--- config.mk ---
export PLATFORM = sky130hd
export DESIGN_NAME = tw_front
export DESIGN_NICKNAME = d
export VERILOG_FILES = /design/src/rtl/core/tw_pkg.sv /design/src/rtl/core/tw_front.sv
export SDC_FILE = /design/constraint.sdc
export NUM_CORES = 1
export LEC_CHECK = 0
export BUFFER_PORTS_ARGS = -buffer_cell sky130_fd_sc_hd__buf_2
export CORE_MARGIN = 1.5
export CORE_UTILIZATION = 30
export DETAILED_ROUTE_END_ITERATION = 10
export GPL_TIMING_DRIVEN = 0
export MAX_ROUTING_LAYER = met4
export PLACE_DENSITY = 0.54
export SYNTH_ARGS = -nofsm -noshare
export SYNTH_HDL_FRONTEND = slang
export SYNTH_SLANG_ARGS = --single-unit
--- constraint.sdc ---
create_clock -name clk -period 8 [get_ports clk]
set_input_delay 1.2 -clock clk [delete_from_list [all_inputs] [get_ports clk]]
set_output_delay 1.2 -clock clk [all_outputs]
set_load 0.05 [all_outputs]
--- src/rtl/core/tw_pkg.sv ---
// shared types and constants of the active-to-simple time warp
`default_nettype none
package tw_pkg;
	localparam int FRAC_BITS = 16;
	localparam int TAU_W     = 31;
	localparam int DUR_W     = 30;
	localparam int FR_W      = FRAC_BITS + 1;
	localparam int SPD_W     = 16;
	localparam int AD_W      = 31;
	localparam int OUT_W     = 32;
	localparam int DD_W      = FRAC_BITS + 2;
	localparam int CFG_W     = 31;
	localparam int IDX_W     = 3;
	localparam int MAG_W     = 40;
	localparam int PER_W     = DUR_W + 1;
	localparam int PRD_W     = FR_W + DUR_W;
	localparam int NUMB_W    = 2 * DUR_W + FRAC_BITS;
	localparam int NUMC_W    = OUT_W + FRAC_BITS;
	localparam logic [FR_W-1:0] ONE = FR_W'(1) << FRAC_BITS;

	localparam logic [IDX_W-1:0] REG_SIMPLE_DUR = 3'd0;
	localparam logic [IDX_W-1:0] REG_AUTO_REV   = 3'd1;
	localparam logic [IDX_W-1:0] REG_ACCEL      = 3'd2;
	localparam logic [IDX_W-1:0] REG_DECEL      = 3'd3;
	localparam logic [IDX_W-1:0] REG_SPEED      = 3'd4;
	localparam logic [IDX_W-1:0] REG_ACTIVE_DUR = 3'd5;

	typedef enum logic [1:0] {
		SEG_ACCEL,
		SEG_DECEL,
		SEG_RUN
	} seg_t;

	typedef struct packed {
		logic [DUR_W-1:0]        dur;
		logic                    auto_rev;
		logic [FR_W-1:0]         acc;
		logic [FR_W-1:0]         dec;
		logic [DD_W-1:0]         dd;
		logic signed [SPD_W-1:0] speed;
		logic [AD_W-1:0]         act_dur;
	} cfg_t;
endpackage
`default_nettype wire

--- src/rtl/core/tw_front.sv ---
// speed scaling stages: scaled active time split into sign and magnitude
`default_nettype none
module tw_front (
	input  wire logic                     clk,
	input  wire logic                     arst_n,
	input  wire logic                     adv,
	input  wire logic                     vld_i,
	input  wire logic [tw_pkg::TAU_W-1:0] tau_i,
	input  wire tw_pkg::cfg_t             cfg,
	output logic                          vld_o,
	output logic [tw_pkg::MAG_W-1:0]      mag_o,
	output logic                          neg_o
);
	logic [tw_pkg::SPD_W-1:0] spd_mag;
	logic                     bwd;
	logic                     vld_s1, vld_s2, vld_s3;
	logic [46:0]              prod_s1;
	logic                     bwd_s1;
	logic signed [40:0]       taf_s2;
	logic [tw_pkg::MAG_W-1:0] mag_s3;
	logic                     neg_s3;

	assign bwd     = cfg.speed[tw_pkg::SPD_W-1] || (cfg.speed == '0);
	assign spd_mag = cfg.speed[tw_pkg::SPD_W-1] ? 16'(-cfg.speed) : 16'(cfg.speed);

	always_ff @(posedge clk or negedge arst_n) begin
		if (!arst_n) begin
			vld_s1 <= 1'b0;
			vld_s2 <= 1'b0;
			vld_s3 <= 1'b0;
		end else if (adv) begin
			vld_s1 <= vld_i;
			vld_s2 <= vld_s1;
			vld_s3 <= vld_s2;
		end
	end

	always_ff @(posedge clk) begin
		if (adv) begin
			prod_s1 <= {16'b0, tau_i} * {31'b0, spd_mag};
			bwd_s1  <= bwd;
			// backward play counts down from the active duration
			if (bwd_s1)
				taf_s2 <= $signed({10'b0, cfg.act_dur}) - $signed({2'b0, prod_s1[46:8]});
			else
				taf_s2 <= $signed({2'b0, prod_s1[46:8]});
			neg_s3 <= taf_s2[40];
			mag_s3 <= taf_s2[40] ? 40'(-taf_s2) : taf_s2[39:0];
		end
	end

	assign vld_o = vld_s3;
	assign mag_o = mag_s3;
	assign neg_o = neg_s3;
endmodule
`default_nettype wire

==> run metrics, run 1 <==
TritonCTS clock tree done; Setup crit end kind register; wire length per cell 18.5 um; row count 99; initial drt markers 716; Worst Skew 11.5 ps; Post-Syn Area 22200 um2; max-slew violation count 0; Min-Delay Path Depth 1; drt first pass iters 10; commonest non-fill, non-tap cell in the layout inv_1; share of layout cells above drive strength 1 13.5%; nets 3312; CP max FO 5; Die Wd 275 um; first-pass GRT wire length 101 mm; max_cap viols 0; Die Y 275 um; die area 75700 um2; area grow syn2layout 16.7%; Final HPWL DP 54.1 mm; CP Launch Type input pin; Clk pin slew, worst setup/hold paths 60 ps; Min Clock Period, post-route 8130 ps; Detailed Route WL 66.0 mm; CTS Buf Count 17; Clock Latency Late Sink 430 ps; H-tree levels 4; reg-to-reg critical path startpoint prod_s1[8]; CTS root buffer clkbuf_16; register area share after synthesis 16.7%; GRT Resource Usage Total 18.3%; EDFF count, synth 121; area of the multi-input gates 16800 um2; vias in the first global route 17.3k; worst hold endpoint vld_o; CTS Buffer Depth 2; dominant synthesized flop cell edfxtp_1; vias per cell 4.66; violated checks DRC, setup timing; Hold Startpoint vld_o; worst slack, placed -2380 ps; RSZ-0062 raised after global routing yes; Required @ worst endpoint 8170 ps; via count 16.6k; f_max 123 MHz; Residual DRC 2; Max-slew headroom 40.2%; gr ovfl total 0; Critical Path AT 8300 ps; count of unique library cells instantiated by Yosys 58; Initial Util 30.4%; Placer Congestion 0.935; filler cell count in the final layout 7616; worst slew pin tran 887 ps; core area 73100 um2; worst hold path class reg -> reg; syn_nets 3133; ys async rst share 2.42%; most frequent cells in the layout 513 x inv_1, 399 x nand2_1, 397 x fa_1, 157 x and2_1, 130 x ha_1; Final ANT Viol Nets 0; Critical R2R Capture taf_s2[34]; initial antenna violation count 2; cts hold-fix bufs 0; pin count of the biggest net entering global routing 77; Cells after Synth 2415; internal reg-to-reg setup slack 4140 ps; Final Hold Viols 0; average size of a mapped cell 9.20 um2; register area 3710 um2; setup violators final 9; status finished, violations left; R2R cell count 12; Hold Slack 505 ps; number of synthesized register bits 124; Yosys Warn Count 0; final worst-path setup slack -133 ps; crit path kind in -> reg; total clock sinks 124; I/O pins 207; number of port buffers 121; Period Utilization, post-route 102%
==> per-layer routing <==
layer	part of all wire [%]	global-route usage, %
met5	0	-
met3	7.7	4.59
met2	45	28.1
met1	46	24.1
met4	1.8	4.33
==> through the flow <==
step	instances	utilization, %	TNS [ps]	cell area [um2]
2_1_floorplan	2415	-	0	22300
3_3_place_gp	3495	33.0	-64030	24100
3_5_place_dp	3496	33.0	-60170	24100
4_1_cts	3551	34.9	-1320	25500
5_1_grt	3567	35.5	-2090	25900
6_report	3567	35.5	-709	25900
==> critical path, cell delays in order <==
cell       delay, ps
buf_4            140
or4_4            480
or3_4            380
o31ai_4          270
xnor2_4          130
buf_12           150
clkbuf_8         150
and2_1           170
fa_1             520
fa_1             420
fa_1             590
fa_1             460
fa_1             510
inv_1             60
fa_1             510
inv_2             50
ha_4             280
nand4_1          110
or2_4            260
or3_4            410
a21oi_4          190
o21ai_4           90
a21oi_4          220
o2111ai_4        160
nand2_4          140
a21o_1           140
a311oi_1          90
==> cell usage after synthesis, drive strengths merged, types with 13 or more instances <==
cell type | number | area share (%)
and2 | 161 | 4.5
fa | 404 | 36
o21ai | 79 | 1.8
xnor2 | 95 | 3.7
a21o | 27 | 0.91
xor2 | 23 | 0.91
or3 | 13 | 0.37
nand2 | 404 | 6.8
o31ai | 23 | 0.84
a21oi | 73 | 1.6
nand2b | 16 | 0.45
nand3 | 21 | 0.47
edfxtp | 121 | 16
clkbuf | 99 | 1.7
inv | 521 | 8.8
ha | 149 | 8.4
nor2 | 37 | 0.63
==> how the worst max path moves through the flow <==
stage,to,depth (start not counted),startpoint,slack (ps)
after floorplan,prod_s1[46],29,cfg[31],0.6
after global placement,prod_s1[46],32,cfg[31],-2490
after detailed placement,prod_s1[46],32,cfg[31],-2380
after CTS,prod_s1[46],28,cfg[41],-190
after global routing,prod_s1[46],31,cfg[31],-290
final,prod_s1[46],27,cfg[39],-130
==> timing repair <==
| item | in CTS | in global routing |
|---|---|---|
| hold endpoints to repair | 0 | 0 |
| setup endpoints to repair | 36 | 20 |
| resized for setup | 143 | 102 |
| pin swaps | 35 | 29 |
| cloned | 2 | 0 |
| buffers inserted | 26 | 15 |
==> final cells by class <==
cell class / count / area share, %
Tap cell: 959 / 4.63
Sequential cell: 124 / 14.3
Buffer: 97 / 2.49
Clock inverter: 14 / 0.463
Timing Repair Buffer: 165 / 3.91
Clock buffer: 18 / 1.65
Multi-Input combinational cell: 1668 / 64.9
Inverter: 521 / 7.59
Antenna cell: 1 / 0.00965
==> logic make-up after synthesis <==
kind of cell	after synthesis	share of synthesized area, %
muxes	8	0.377
buffers and inverters	623	10.5
AOI/OAI and AO/OA	270	7.64
xor gates and xnor gates	118	4.65
adders and majority gates	553	44.8
DFF	124	16.7
and+or+nand+nor	719	15.3
==> sequential cells by signal (all words and copies together), names as in the netlist <==
register	count
bwd_s1	1
mag_o	40
neg_o	1
prod_s1	39
taf_s2	40
vld_o	1
vld_s1	1
vld_s2	1
Power of run 1 is left out: the tool's default activity adds up to more than one toggle a clock period on the data nets, which glitch-free logic cannot reach.
==> run 2: changes to the inputs <==
--- a/config.mk
+++ b/config.mk
@@ -6,7 +6,7 @@
 export NUM_CORES = 1
 export LEC_CHECK = 0
 export BUFFER_PORTS_ARGS = -buffer_cell sky130_fd_sc_hd__buf_2
-export CORE_MARGIN = 1.5
+export CORE_MARGIN = 8
 export CORE_UTILIZATION = 30
 export DETAILED_ROUTE_END_ITERATION = 10
 export GPL_TIMING_DRIVEN = 0
==> run 2 against run 1 <==
  * The run ends with setup timing left
  * Register-to-register slack worse by 80 ps
  * Design area is 0.73% higher
  * Via count hardly changed
  * Critical path depth stayed put
==> run metrics, run 2 (synthesis gave the netlist of run 1 again) <==
cts hold-fix bufs 0; Final Hold Viols 0; Die Wd 288 um; Final HPWL DP 55.6 mm; Clk pin slew, worst setup/hold paths 60 ps; worst hold endpoint vld_o; Buf/Inv on CP 5; GRT Resource Usage Total 16.8%; Critical R2R Capture taf_s2[38]; Hold Startpoint vld_o; first-pass GRT wire length 105 mm; share of layout cells above drive strength 1 14.1%; gr ovfl total 0; Residual DRC 0; Clock Latency Late Sink 420 ps; final worst-path setup slack -206 ps; H-tree levels 4; Worst Skew 5.31 ps; via count 16.6k; die area 83000 um2; row count 99; drt first pass iters 7; register area 3710 um2; CP Launch Type input pin; wire length per cell 18.7 um; TritonCTS clock tree done; area of the multi-input gates 16900 um2; max-slew violation count 0; pin count of the biggest net entering global routing 76; number of port buffers 121; R2R cell count 12; setup violators final 10; initial drt markers 996; crit path kind in -> reg; Placer Congestion 0.952; status finished, violations left; initial antenna violation count 3; area of all placed cells without fillers 26100 um2; core area 73100 um2; Die Y 288 um; nets 3318; Critical Path Most Common Cell fa_1; most frequent cells in the layout 514 x inv_1, 397 x nand2_1, 386 x fa_1, 158 x and2_1, 133 x ha_1; vias in the first global route 17.8k; Critical-path top delay cell fa_1; Initial Util 30.4%; worst hold path class reg -> reg; Critical Path AT 8360 ps; area grow syn2layout 17.6%; worst slew pin tran 924 ps; CTS root buffer clkbuf_16; Min Clock Period, post-route 8210 ps; Max-slew headroom 38.4%; Min-Delay Path Depth 1; I/O pins 207; Setup crit end kind register; internal reg-to-reg setup slack 4060 ps; Detailed Route WL 66.9 mm; commonest non-fill, non-tap cell in the layout inv_1; violated checks setup timing; DP Area 24100 um2; Worst path depth 27; Required @ worst endpoint 8160 ps; CTS Buffer Depth 2; CP max FO 5; reg-to-reg critical path startpoint prod_s1[8]; delay-heaviest family, CP adder cells; total clock sinks 124; filler cell count in the final layout 7548; CP peak stage delay 590 ps; max_cap viols 0; RSZ-0062 raised after global routing yes; Final ANT Viol Nets 0; CTS Buf Count 17; Period Utilization, post-route 103%; vias per cell 4.65; f_max 122 MHz
==> run 2: cell types whose count changed in the layout (fill, tap and decap cells not counted), sizes merged <==
cell / delta
buf: -6
clkinvlp: -1
clkbuf: +11
diode: +2
clkinv: -4
inv: +3
bufinv: +3
==> run 2: timing repair <==
action                     in CTS  in global routing
gates resized for setup       184                 64
cloned                          1                  0
setup buffers                  33                 13
pin swaps                      31                 57
setup endpoints to repair      35                 21
==> run 2: how the worst max path moves through the flow <==
| stage | slack, ps | startpoint | end |
|---|---|---|---|
| after floorplan | 0.6 | cfg[31] | prod_s1[46] |
| after global placement | -2230 | cfg[31] | prod_s1[46] |
| after detailed placement | -2220 | cfg[31] | prod_s1[46] |
| after CTS | -90 | cfg[41] | prod_s1[46] |
| after global routing | -440 | cfg[40] | prod_s1[46] |
| final | -210 | cfg[40] | prod_s1[46] |
==> run 2: layout make-up <==
type,instances,share of cell area (%)
flip-flops and latches,124,14.2
diodes,3,0.0287
clock inverters,15,0.733
multi-input cells,1668,64.7
plain buffers,99,2.65
repair buffers,169,4.01
clock buffers,17,1.63
inverters,521,7.49
well taps,959,4.59
==> run 2: per-stage QoR <==
stage               util [%]  worst slack, ps  TNS, ps  hold slack [ps]  std cells
floorplan                  -            0.639        0              468       2415
global placement        33.0            -2230   -53110              488       3495
finish                  35.7             -206    -1470              508       3575
CTS                     35.3            -91.2     -307              507       3559
global route            35.7             -442    -4280              529       3574
detailed placement      33.0            -2220   -51720              491       3496
==> run 2: per-layer routing <==
layer	vias to the layer above	wire (um)	global-route usage, %
li1	7818	-	-
met1	8162	29900	22.4
met4	0	1310	3.90
met3	79	5550	3.65
met5	-	0	-
met2	573	30100	26.1
Power of run 2 is left out for the same reason.
==> run 3: changes to the inputs <==
==> constraint.sdc (replaced) <==
create_clock -name clk -period 9.2 [get_ports clk]
set_input_delay 1.38 -clock clk [delete_from_list [all_inputs] [get_ports clk]]
set_output_delay 1.38 -clock clk [all_outputs]
set_load 0.05 [all_outputs]
==> run 3 against run 2 <==
  * The run now ends clean
  * Register-to-register slack improved by 1300 ps
  * Cell count decreased by 1.2%
  * Non-clock buffer count decreased by 42
  * Critical path depth increased by 4
  * Worst hold slack improved by 2.6 ps
  * Global-route usage decreased by 0.086 points
  * Clock skew increased by 0.75 ps
  * Design area decreased by 4.6%
  * Core utilization decreased by 1.6 points
==> run metrics, run 3 (synthesis gave the netlist of run 1 again) <==
CTS Buf Count 17; Clock Latency Late Sink 420 ps; Top Layer Used met4; first-pass GRT wire length 104 mm; worst hold endpoint vld_s2; Period Utilization, post-route 97.0%; core area 73100 um2; Min-Delay Path Depth 1; Buf/Inv on CP 8; Hold Startpoint vld_s1; share of layout cells above drive strength 1 9.22%; CP peak stage delay 570 ps; Final HPWL DP 55.6 mm; Critical-path top delay cell fa_1; CTS root buffer clkbuf_16; H-tree levels 4; Critical Path AT 9100 ps; worst hold path class reg -> reg; f_max 112 MHz; Critical Path Most Common Cell fa_1; GRT Resource Usage Total 16.7%; metal1 wirelength 30.2 mm; Setup crit end kind register; max-slew violation count 0; CP Launch Type input pin; wire length per cell 18.9 um; I/O pins 207; Die Wd 288 um; gr ovfl total 0; number of port buffers 121; total clock sinks 124; Hold Slack 510 ps; R2R cell count 12; Placer Congestion 0.928; register area 3710 um2; Required @ worst endpoint 9380 ps; area grow syn2layout 12.2%; delay-heaviest family, CP adder cells; commonest non-fill, non-tap cell in the layout inv_1; worst slew pin tran 931 ps; die area 83000 um2; Initial Util 30.4%; nets 3276; Final Hold Viols 0; setup violators final 0; TritonCTS clock tree done; CP max FO 10; row count 99; met3 WL 5.50 mm; crit path kind in -> reg; initial antenna violation count 6; vias per cell 4.68; Critical R2R Capture taf_s2[34]; max_cap viols 0; Min Clock Period, post-route 8930 ps; area of the multi-input gates 16400 um2; Clk pin slew, worst setup/hold paths 60 ps; status finished clean; internal reg-to-reg setup slack 5360 ps; Die Y 288 um; Final ANT Viol Nets 0; most frequent cells in the layout 521 x inv_1, 404 x fa_1, 402 x nand2_1, 161 x and2_1, 147 x ha_1; pin count of the biggest net entering global routing 77; CTS Buffer Depth 2; drt first pass iters 7; initial drt markers 1174; Worst Skew 6.07 ps; Detailed Route WL 66.6 mm; filler cell count in the final layout 7638; vias in the first global route 17.6k; Max-slew headroom 37.9%; metal2 WL 29.4 mm; via count 16.5k; Residual DRC 0; reg-to-reg critical path startpoint prod_s1[8]
## run 3: area by class of cell
type,instances,area share (%)
sequential,124,14.9
antenna,3,0.0301
clock inverter,15,0.497
tap,959,4.82
multi-input combinational,1668,65.6
buffer,101,1.88
clock buffer,17,1.71
inverter,521,7.85
timing repair buffer,125,2.71
## run 3: how the worst max path moves through the flow
stage,from,end,slack (ps),depth (start not counted)
after CTS,cfg[31],prod_s1[46],2,25
final,cfg[31],prod_s1[43],270,31
after detailed placement,cfg[31],prod_s1[45],-1880,31
after global routing,cfg[31],prod_s1[43],-6,32
after floorplan,cfg[31],prod_s1[45],670,31
after global placement,cfg[31],prod_s1[45],-1880,31
## run 3: stage by stage
step	cell area (um2)	util, %	setup TNS, ps	setup WS (ps)	cells
floorplan	22200	-	0	670	2415
global placement	24000	32.9	-36530	-1880	3495
detailed placement	24100	32.9	-36450	-1880	3496
CTS	24800	33.9	0	2.24	3529
global route	24900	34.1	-5.97	-5.97	3533
finish	24900	34.1	0	273	3533
## run 3: what timing repair did
action	CTS	global route
hold endpoints to repair	0	0
resized for setup	46	58
pin swaps	1	2
endpoints found under the setup margin	29	13
buffers inserted	1	2
hold buffers	0	0
## run 3: layer usage
metal  track usage [%]  vias up
met5                 -        -
met1              22.4     8182
met2              25.7      542
li1                  -     7735
met3              3.76       85
met4              4.06        0
Power of run 3 is left out for the same reason.
